<file path="config.mk">
export PLATFORM = sky130hd
export DESIGN_NAME = vt44_merge
export DESIGN_NICKNAME = d
export VERILOG_FILES = /design/src/rtl/vertex_transform_4x4_core_assert.svh /design/src/rtl/vt44_pkg.sv /design/src/rtl/vt44_merge.sv
export SDC_FILE = /design/constraint.sdc
export NUM_CORES = 1
export LEC_CHECK = 0
export BUFFER_PORTS_ARGS = -buffer_cell sky130_fd_sc_hd__buf_2
export CORE_MARGIN = 2
export CORE_UTILIZATION = 37
export DETAILED_ROUTE_END_ITERATION = 6
export PLACE_DENSITY_LB_ADDON = 0.15
export SLEW_MARGIN = 15
export SYNTH_ARGS = -nofsm -noshare
export SYNTH_HDL_FRONTEND = slang
export SYNTH_SLANG_ARGS = --single-unit
</file>
<file path="constraint.sdc">
create_clock -name i_clk -period 3.6 [get_ports i_clk]
set_input_delay 0.36 -clock i_clk [delete_from_list [all_inputs] [get_ports i_clk]]
set_output_delay 0.36 -clock i_clk [all_outputs]
set_load 0.01 [all_outputs]
</file>
<file path="src/rtl/vertex_transform_4x4_core_assert.svh">
// ----------------------------------------------------------------------------
// Assertion macros for the vertex transform core
// Concurrent property checks that compile to nothing under synthesis.
// ----------------------------------------------------------------------------
`ifndef VERTEX_TRANSFORM_4X4_CORE_ASSERT_SVH
`define VERTEX_TRANSFORM_4X4_CORE_ASSERT_SVH

`ifndef SYNTHESIS

// Same-cycle implication, checked on every rising edge outside reset.
`define VT44_ASSERT_SAME(label, ante, cons, msg) \
    label: assert property (@(posedge i_clk) disable iff (!i_rst_n) (ante) |-> (cons)) \
        else $error(msg);

// Next-cycle implication, checked on every rising edge outside reset.
`define VT44_ASSERT_NEXT(label, ante, cons, msg) \
    label: assert property (@(posedge i_clk) disable iff (!i_rst_n) (ante) |=> (cons)) \
        else $error(msg);

`else

`define VT44_ASSERT_SAME(label, ante, cons, msg)
`define VT44_ASSERT_NEXT(label, ante, cons, msg)

`endif

`endif

</file>
<file path="src/rtl/vt44_pkg.sv">
`timescale 1ns / 1ps
`default_nettype none
// ----------------------------------------------------------------------------
// vt44_pkg
// Shared constants and types of the 4x4 vertex transform core.
// ----------------------------------------------------------------------------
package vt44_pkg;

    localparam int LANES     = 4;
    localparam int DATA_W    = 32;
    localparam int NUM_REGS  = 8;
    localparam int CFG_AW    = 3;
    localparam int CFG_W     = 64;
    localparam int PROD_W    = 2 * DATA_W;
    localparam int PAIR_W    = PROD_W + 1;
    localparam int SUM_W     = PROD_W + 2;
    localparam int FRAC_BITS = 16;

    localparam logic [DATA_W-1:0] Q_MAX = {1'b0, {(DATA_W-1){1'b1}}};
    localparam logic [DATA_W-1:0] Q_MIN = {1'b1, {(DATA_W-1){1'b0}}};

    // Reset matrix is the identity; register 0 is the rightmost element.
    localparam logic [NUM_REGS-1:0][CFG_W-1:0] CFG_RESET = {
        64'h0001_0000_0000_0000,  // row3_cols23
        64'h0000_0000_0000_0000,  // row3_cols01
        64'h0000_0000_0001_0000,  // row2_cols23
        64'h0000_0000_0000_0000,  // row2_cols01
        64'h0000_0000_0000_0000,  // row1_cols23
        64'h0001_0000_0000_0000,  // row1_cols01
        64'h0000_0000_0000_0000,  // row0_cols23
        64'h0000_0000_0001_0000   // row0_cols01
    };

    // Load enables of the three lane pipeline stages.
    typedef struct packed {
        logic ld1;
        logic ld2;
        logic ld3;
    } t_pipe_ctrl;

    // One lane's clamped component and its overflow flag.
    typedef struct packed {
        logic [DATA_W-1:0] value;
        logic              sat;
    } t_lane_res;

endpackage
`default_nettype wire

</file>
<file path="src/rtl/vt44_merge.sv">
`timescale 1ns / 1ps
`default_nettype none
// ----------------------------------------------------------------------------
// vt44_merge
// Gathers the four lane results into one output transfer and holds it in
// the output register until the sink takes it.
// ----------------------------------------------------------------------------
module vt44_merge (
    input  wire logic                                     i_clk,
    input  wire logic                                     i_rst_n,
    input  wire logic                                     i_valid,
    input  wire vt44_pkg::t_lane_res [vt44_pkg::LANES-1:0] i_res,
    input  wire logic                                     i_tready,
    output logic                                          o_ld,
    output logic                                          o_tvalid,
    output logic [vt44_pkg::LANES*vt44_pkg::DATA_W-1:0]   o_tdata,
    output logic                                          o_tuser
);

    logic                                        r_valid;
    logic [vt44_pkg::LANES*vt44_pkg::DATA_W-1:0] r_tdata;
    logic [vt44_pkg::LANES*vt44_pkg::DATA_W-1:0] n_tdata;
    logic                                        r_tuser;
    logic                                        n_tuser;

    always_comb begin
        n_tuser = 1'b0;
        for (int i = 0; i < vt44_pkg::LANES; i++) begin
            n_tdata[i*vt44_pkg::DATA_W +: vt44_pkg::DATA_W] = i_res[i].value;
            n_tuser = n_tuser | i_res[i].sat;
        end
    end

    // The register takes a new result when it is empty or being drained.
    assign o_ld = !r_valid || i_tready;

    always_ff @(posedge i_clk) begin
        if (!i_rst_n) begin
            r_valid <= 1'b0;
        end else if (o_ld) begin
            r_valid <= i_valid;
        end
        if (o_ld && i_valid) begin
            r_tdata <= n_tdata;
            r_tuser <= n_tuser;
        end
    end

    assign o_tvalid = r_valid;
    assign o_tdata  = r_tdata;
    assign o_tuser  = r_tuser;

endmodule
`default_nettype wire

</file>
# == Word level (Yosys, flattened, before mapping) ==
# Index checks and enable logic that the tools add are counted.
# totals
regBits,130
latchBits,0
mem_bits_rw,0
mem_bits_ro,0
input_bits,136
out_inout_bits,131
wordCells,9
n_memories,0
# classes
n_addsub,0
mul,0
div,0
n_lt_le_gt_ge,0
n_eq_ne,0
shift,0
muxes,0
n_bitwise,3
reduce_logical,3
# op_table
cell,count
$or A1 B1 Y1,3
$logic_and A1 B1 Y1,1
$logic_not A1 Y1,1
$logic_or A1 B1 Y1,1

# == Depth between registers and ports, before layout ==
# Gate-level depths: netlist of run 1.
# depth
depth_word,3
mapped_depth,2
depth_no_buf,2

# == Worst setup path before layout of run 1 ==
# No wires, ideal clock.
# synth_path
path_type,in2reg
start,input port i_tready
end,"register r_tdata (netlist bit o_tdata[0]), enable pin"
setup_time_ns,0.504
arrival_ns,3.537
required_time_ns,3.096
path_slack_ns,-0.440
path_stages,2
path_buffers,0
cell_sequence,nand2b_1 and2_1
# synth_between
elab_chain_len,2
# synth_rtl
element,line_no,text
start: declaration,vt44_merge.sv:13,"input wire logic i_tready,"
$logic_or A1 B1 Y1,vt44_merge.sv:35,assign o_ld = !r_valid || i_tready;
$logic_and A1 B1 Y1,vt44_merge.sv:43,if (o_ld && i_valid) begin
end signal: assignment,vt44_merge.sv:44,r_tdata <= n_tdata;
end: declaration,vt44_merge.sv:21,logic [vt44_pkg::LANES*vt44_pkg::DATA_W-1:0] r_tdata;
# No other way between the ends.
# A chain may end at the register's enable or synchronous reset.

# == Worst setup path in the final report of run 1 ==
# layout_path
start,"register r_valid, in the netlist o_tvalid"
end,"register r_tdata (netlist bit o_tdata[36]), enable pin"
# layout_between
elab_chain_len,3
# layout_rtl
element,line_no,text
start: declaration,vt44_merge.sv:20,logic r_valid;
start signal: assignment,vt44_merge.sv:41,r_valid <= i_valid;
$logic_not A1 Y1,vt44_merge.sv:35,
$logic_or A1 B1 Y1,vt44_merge.sv:35,
$logic_and A1 B1 Y1,vt44_merge.sv:43,
# No other way between the ends.

==> impl_metrics.env, run 1 <==
export IMPL_cts_sinks=130
export IMPL_maxSlewViolCount=0
export IMPL_clk_latency_ns=0.52
export IMPL_synthCells=135
export IMPL_synth_area_per_cell_sq_um=29.1
export IMPL_grt_max_degree=99
export IMPL_finalSetupTns_ns=0
export IMPL_synth_xor_area_share_pct=0
export IMPL_rsz0062_at_grt="false"
export IMPL_synth_fa_ha_area_share_pct=0
export IMPL_worst_pin_slew_ns=0.502
export IMPL_drc_errors=0
export IMPL_ys_seq_area_share_pct=99.2
export IMPL_comb_power_share_pct=9.2
export IMPL_power_switching_share_pct=20.5
export IMPL_r2r_slack_ns=1.85
export IMPL_hold_slack_ns=0.0317
export IMPL_fmax_mhz=571
export IMPL_gr_total_overflow=0
export IMPL_critPathArrivalTime_ns=1.89
export IMPL_p_leak_nw=3.02
export IMPL_core_sq_mm=0.0103
export IMPL_rr_endpoint="o_tdata[36]"
export IMPL_cts_made_buffers=17
export IMPL_track_usage_pct=17.8
export IMPL_antenna_found_initial=0
export IMPL_dieWidth_um=107
export IMPL_power_mw=3.68
export IMPL_syn_num_nets=271
export IMPL_synth_mux_area_share_pct=0
export IMPL_startpoint="o_tvalid"
export IMPL_min_period_ns=1.75
export IMPL_area_delta_synth_final_pct=79.7
export IMPL_grt_pass1_vias=2866
export IMPL_cts_tree="built"
export IMPL_synth_simple_area_share_pct=0.510
export IMPL_relSlewSlack_pct=66.5
export IMPL_dr_pass1_iters=6
export IMPL_setup_worst_path_start_class="flip-flop"
export IMPL_start_util_pct=38.0
export IMPL_hold_viol=0
export IMPL_synth_seq_cells=130
export IMPL_p_per_area_mw_per_mm2=522
export IMPL_cts_reportedPaths_clkPinSlew_ns=0.05
export IMPL_p_int_mw=2.93
export IMPL_highest_layer="met4"
export IMPL_dp_worst_setup_slack_ns=1.70
export IMPL_ios=267
export IMPL_die_h_um=107
export IMPL_routed_wl_um=10500
export IMPL_synth_compound_area_share_pct=0.191
export IMPL_rows=37
export IMPL_max_cap_viol_count=0
export IMPL_reg2reg_from="o_tvalid"
export IMPL_wire_per_inst_um=15.5
export IMPL_reg2reg_depth=3
export IMPL_critical_path_peak_fanout=98
export IMPL_pwr_share_clk_pct=42.1
export IMPL_vdd_drop_max_mv=0.281
export IMPL_drive_above_1_share_pct=54.3
export IMPL_met2WireLength_um=5460
export IMPL_fin_util_pct=68.3
export IMPL_clock_root_buffer="clkbuf_8"
export IMPL_synth_area_sq_mm=0.00393
export IMPL_route_met3_wl_um=1050
export IMPL_num_vias=2827
export IMPL_endpoint="o_tdata[36]"
export IMPL_worst_ep_required_time_ns=3.74
export IMPL_skew_ns=0.0192
export IMPL_final_nets=663
export IMPL_status="complete, no violations"
export IMPL_wl_met1_um=3700
export IMPL_drt_vias_per_instance=4.18
export IMPL_setup_viol=0
export IMPL_clockBufferDepth=2
export IMPL_worstSetupEndpointType="flip-flop"
export IMPL_seqPwrFrac_pct=48.7
export IMPL_dieArea_sq_mm=0.0114
export IMPL_synth_top_family_by_area="simple AND/OR/NAND/NOR gates"
export IMPL_synth_cell_type_count=7
export IMPL_min_period_over_period_pct=48.6
export IMPL_p_switching_uw=756
export IMPL_grt_pass1_wl_um=14500
export IMPL_final_common_cell="buf_2"
export IMPL_port_buffers=266
export IMPL_min_path_type="in2reg"
export IMPL_diodes=0
export IMPL_crit_type="reg2reg"
export IMPL_timing_final_ws_setup_ns=1.85
export IMPL_ant_nets=0
export IMPL_cts_max_level=4
export IMPL_first_iter_violations=115
export IMPL_n_fill_cell=687
export IMPL_dp_hpwl_um=6480
export IMPL_place_congestion=0.705
export IMPL_most_common_layout_cells="266 x buf_2, 129 x edfxtp_1, 106 x dlygate4sd3_1"
export IMPL_yosysWarnings=0
[metal layers]
layer,vias to the layer above,track usage [%]
met2,185,29.9
met1,1286,18.0
met4,0,9.65
met5,-,0
li1,1336,-
met3,20,9.06
[power by group through the flow]
stage          clock [mW]  sequential, mW  combinational [mW]
2_1_floorplan           0            1.88              0.0278
3_3_place_gp            0            1.82               0.244
3_5_place_dp            0            1.82               0.246
4_1_cts              1.59            1.79               0.308
5_1_grt              1.66            1.80               0.364
6_report             1.55            1.79               0.339
[worst min-delay path by stage]
stage	start	end	slack, ns	cells past startpoint
after global placement	o_tvalid	o_tvalid	0.53	2
after global routing	i_res[111]	o_tdata[107]	0.0002	1
after CTS	i_res[124]	o_tdata[120]	0.0008	1
after detailed placement	o_tvalid	o_tvalid	0.54	2
final	i_res[92]	o_tdata[89]	0.03	1
after floorplan	i_res[1]	o_tdata[0]	0.46	0
[stage by stage]
step,instances,instance area [sq um]
5_1_grt,676,7050
3_3_place_gp,538,5450
4_1_cts,642,6710
3_5_place_dp,538,5450
2_1_floorplan,135,3930
6_report,676,7050
[final cells by class]
cell class	count	area, sq um	share of cell area [%]
well taps	136	170	2.41
flip-flops and latches	130	3890	55.2
clock buffers	20	425	6.03
clock inverters	12	116	1.65
inverters	1	3.75	0.0532
repair buffers	373	2410	34.2
multi-input cells	4	30.0	0.426
[worst max-delay path, stage by stage, from the launching register on]
cell and delay [ns]:
dfxtp_1 0.30, nand2b_1 0.11, and2_4 0.44, buf_12 0.47
[synth_stat cells, drive strengths merged]
| library cell | count | area (sq um) |
|---|---|---|
| edfxtp | 129 | 3870 |
| a21boi | 1 | 7.51 |
| and2 | 1 | 6.26 |
| dfxtp | 1 | 20.0 |
| inv | 1 | 3.75 |
| nand2b | 1 | 6.26 |
| or4 | 1 | 7.51 |
[timing repair]
item                      in CTS  in global routing
hold endpoints to repair      72                 34
gates resized for setup        0                  0
setup buffers                  0                  0
hold buffers                  72                 34
[registers in the layout, indices dropped and copies added (netlist names)]
signal / cells
o_tdata: 128
o_tvalid: 1
o_tuser: 1
[logic make-up (layout without fill, tap and decap cells)]
| group | count (synthesis) | after routing |
|---|---|---|
| simple gates | 3 | 3 |
| buf+inv | 1 | 406 |
| compound gates | 1 | 1 |
| flops | 130 | 130 |
Note: power is estimated with default switching activity, not from simulation.
==> run 2: changes to the inputs <==
CORE_AREA = 2 2 104 106   (was default)
CORE_MARGIN = default   (was 2)
CORE_UTILIZATION = default   (was 37)
DIE_AREA = 0 0 106 108   (was default)
clock period = 1.78 ns   (was 3.6 ns; I/O delays follow)
==> impl_metrics.env, run 2 <==
export IMPL_status="aborted with a tool error"
export IMPL_lastStage="clock tree synthesis (4_1_cts)"
export IMPL_error_line="[ERROR RSZ-0060] Max buffer count reached."
export IMPL_ys_seq_area_share_pct=99.2
export IMPL_postCtsHoldBufs=115
export IMPL_ios=267
export IMPL_synth_most_common_cell="edfxtp_1"
export IMPL_yosysWarnings=0
export IMPL_synth_area_sq_mm=0.00393
export IMPL_port_buffers=266
export IMPL_die_h_um=108
export IMPL_syn_num_nets=271
export IMPL_synthArstFlopShare_pct=0
export IMPL_synth_cell_type_count=7
export IMPL_cts_max_level=4
export IMPL_start_util_pct=38.4
export IMPL_synth_seq_cells=130
export IMPL_rows=37
export IMPL_synth_ff_type="edfxtp_1"
export IMPL_cts_made_buffers=17
export IMPL_synthCells=135
export IMPL_dieWidth_um=106
export IMPL_synth_edf_count=129
export IMPL_postCtsSetupBuffers=0
export IMPL_cts_sinks=130
export IMPL_clockBufferDepth=2
export IMPL_yosys_top_cells_area="edfxtp_1 99%, dfxtp_1 0.51%, a21boi_0 0.19%, or4_1 0.19%, and2_1 0.16%"
export IMPL_yosysTopAreaCellShare_pct=98.7
export IMPL_dp_hpwl_um=6810
export IMPL_synth_area_per_cell_sq_um=29.1
export IMPL_clock_root_buffer="clkbuf_8"
export IMPL_synth_top_area_cell="edfxtp_1"
export IMPL_post_cts_resized=0
export IMPL_place_congestion=0.714
run 2: cell counts after synthesis:
Identical to the previous run, type by type.
run 2: logic make-up after synthesis:
family | share of synthesized area, %
AO/OA/AOI/OAI | 0.191
buffers and inverters | 0.0955
flip-flops | 99.2
AND/OR/NAND/NOR | 0.510
run 2: per-stage QoR:
| step | utilization (%) | TNS (ns) | cells | setup slack, ns | area [sq um] |
|---|---|---|---|---|---|
| floorplan | - | -0.892 | 135 | -0.00691 | 3940 |
| global placement | 54.0 | 0 | 542 | 0.495 | 5530 |
| detailed placement | 54.0 | 0 | 542 | 0.484 | 5530 |
==> run 3: changes to the inputs <==
CORE_AREA = default   (was 2 2 104 106)
CORE_MARGIN = 2   (was default)
CORE_UTILIZATION = 37   (was default)
DIE_AREA = default   (was 0 0 106 108)
==> impl_metrics.env, run 3 <==
export IMPL_synth_fa_ha_area_share_pct=0
export IMPL_yosys_top_cells_area="edfxtp_1 99%, dfxtp_1 0.51%, a21boi_0 0.19%, or4_1 0.19%, and2_1 0.16%"
export IMPL_synth_mux_area_share_pct=0
export IMPL_clockBufferDepth=2
export IMPL_dp_hpwl_um=6390
export IMPL_clock_root_buffer="clkbuf_8"
export IMPL_synth_area_sq_mm=0.00393
export IMPL_port_buffers=266
export IMPL_synth_cell_type_count=7
export IMPL_rows=37
export IMPL_synth_compound_area_share_pct=0.191
export IMPL_postCtsSetupBuffers=0
export IMPL_synthArstFlopShare_pct=0
export IMPL_die_h_um=107
export IMPL_synth_ff_type="edfxtp_1"
export IMPL_ys_seq_area_share_pct=99.2
export IMPL_synth_top_family_by_area="simple AND/OR/NAND/NOR gates"
export IMPL_start_util_pct=38.0
export IMPL_cts_sinks=130
export IMPL_synth_area_per_cell_sq_um=29.1
export IMPL_post_cts_resized=0
export IMPL_yosysWarnings=0
export IMPL_yosysTopAreaCellShare_pct=98.7
export IMPL_cts_made_buffers=17
export IMPL_ios=267
export IMPL_dieWidth_um=107
export IMPL_synth_edf_count=129
export IMPL_synthCells=135
export IMPL_synth_top_area_cell="edfxtp_1"
export IMPL_cts_max_level=4
export IMPL_status="aborted with a tool error"
export IMPL_place_congestion=0.692
export IMPL_lastStage="clock tree synthesis (4_1_cts)"
export IMPL_dp_worst_setup_slack_ns=0.467
export IMPL_syn_num_nets=271
export IMPL_postCtsHoldBufs=115
export IMPL_synth_xor_area_share_pct=0
export IMPL_synth_simple_area_share_pct=0.510
export IMPL_synth_seq_cells=130
export IMPL_error_line="[ERROR RSZ-0060] Max buffer count reached."
export IMPL_synth_most_common_cell="edfxtp_1"
==> run 3: per-stage QoR <==
stage	hold slack (ns)	std cells	cell area [sq um]	util, %
2_1_floorplan	0.277	135	3940	-
3_3_place_gp	0.354	540	5490	53.1
3_5_place_dp	0.356	540	5490	53.1
==> run 3: kinds of logic after synthesis <==
kind of cell / Yosys count
simple gates: 3
buf+inv: 1
compound gates: 1
flops: 130
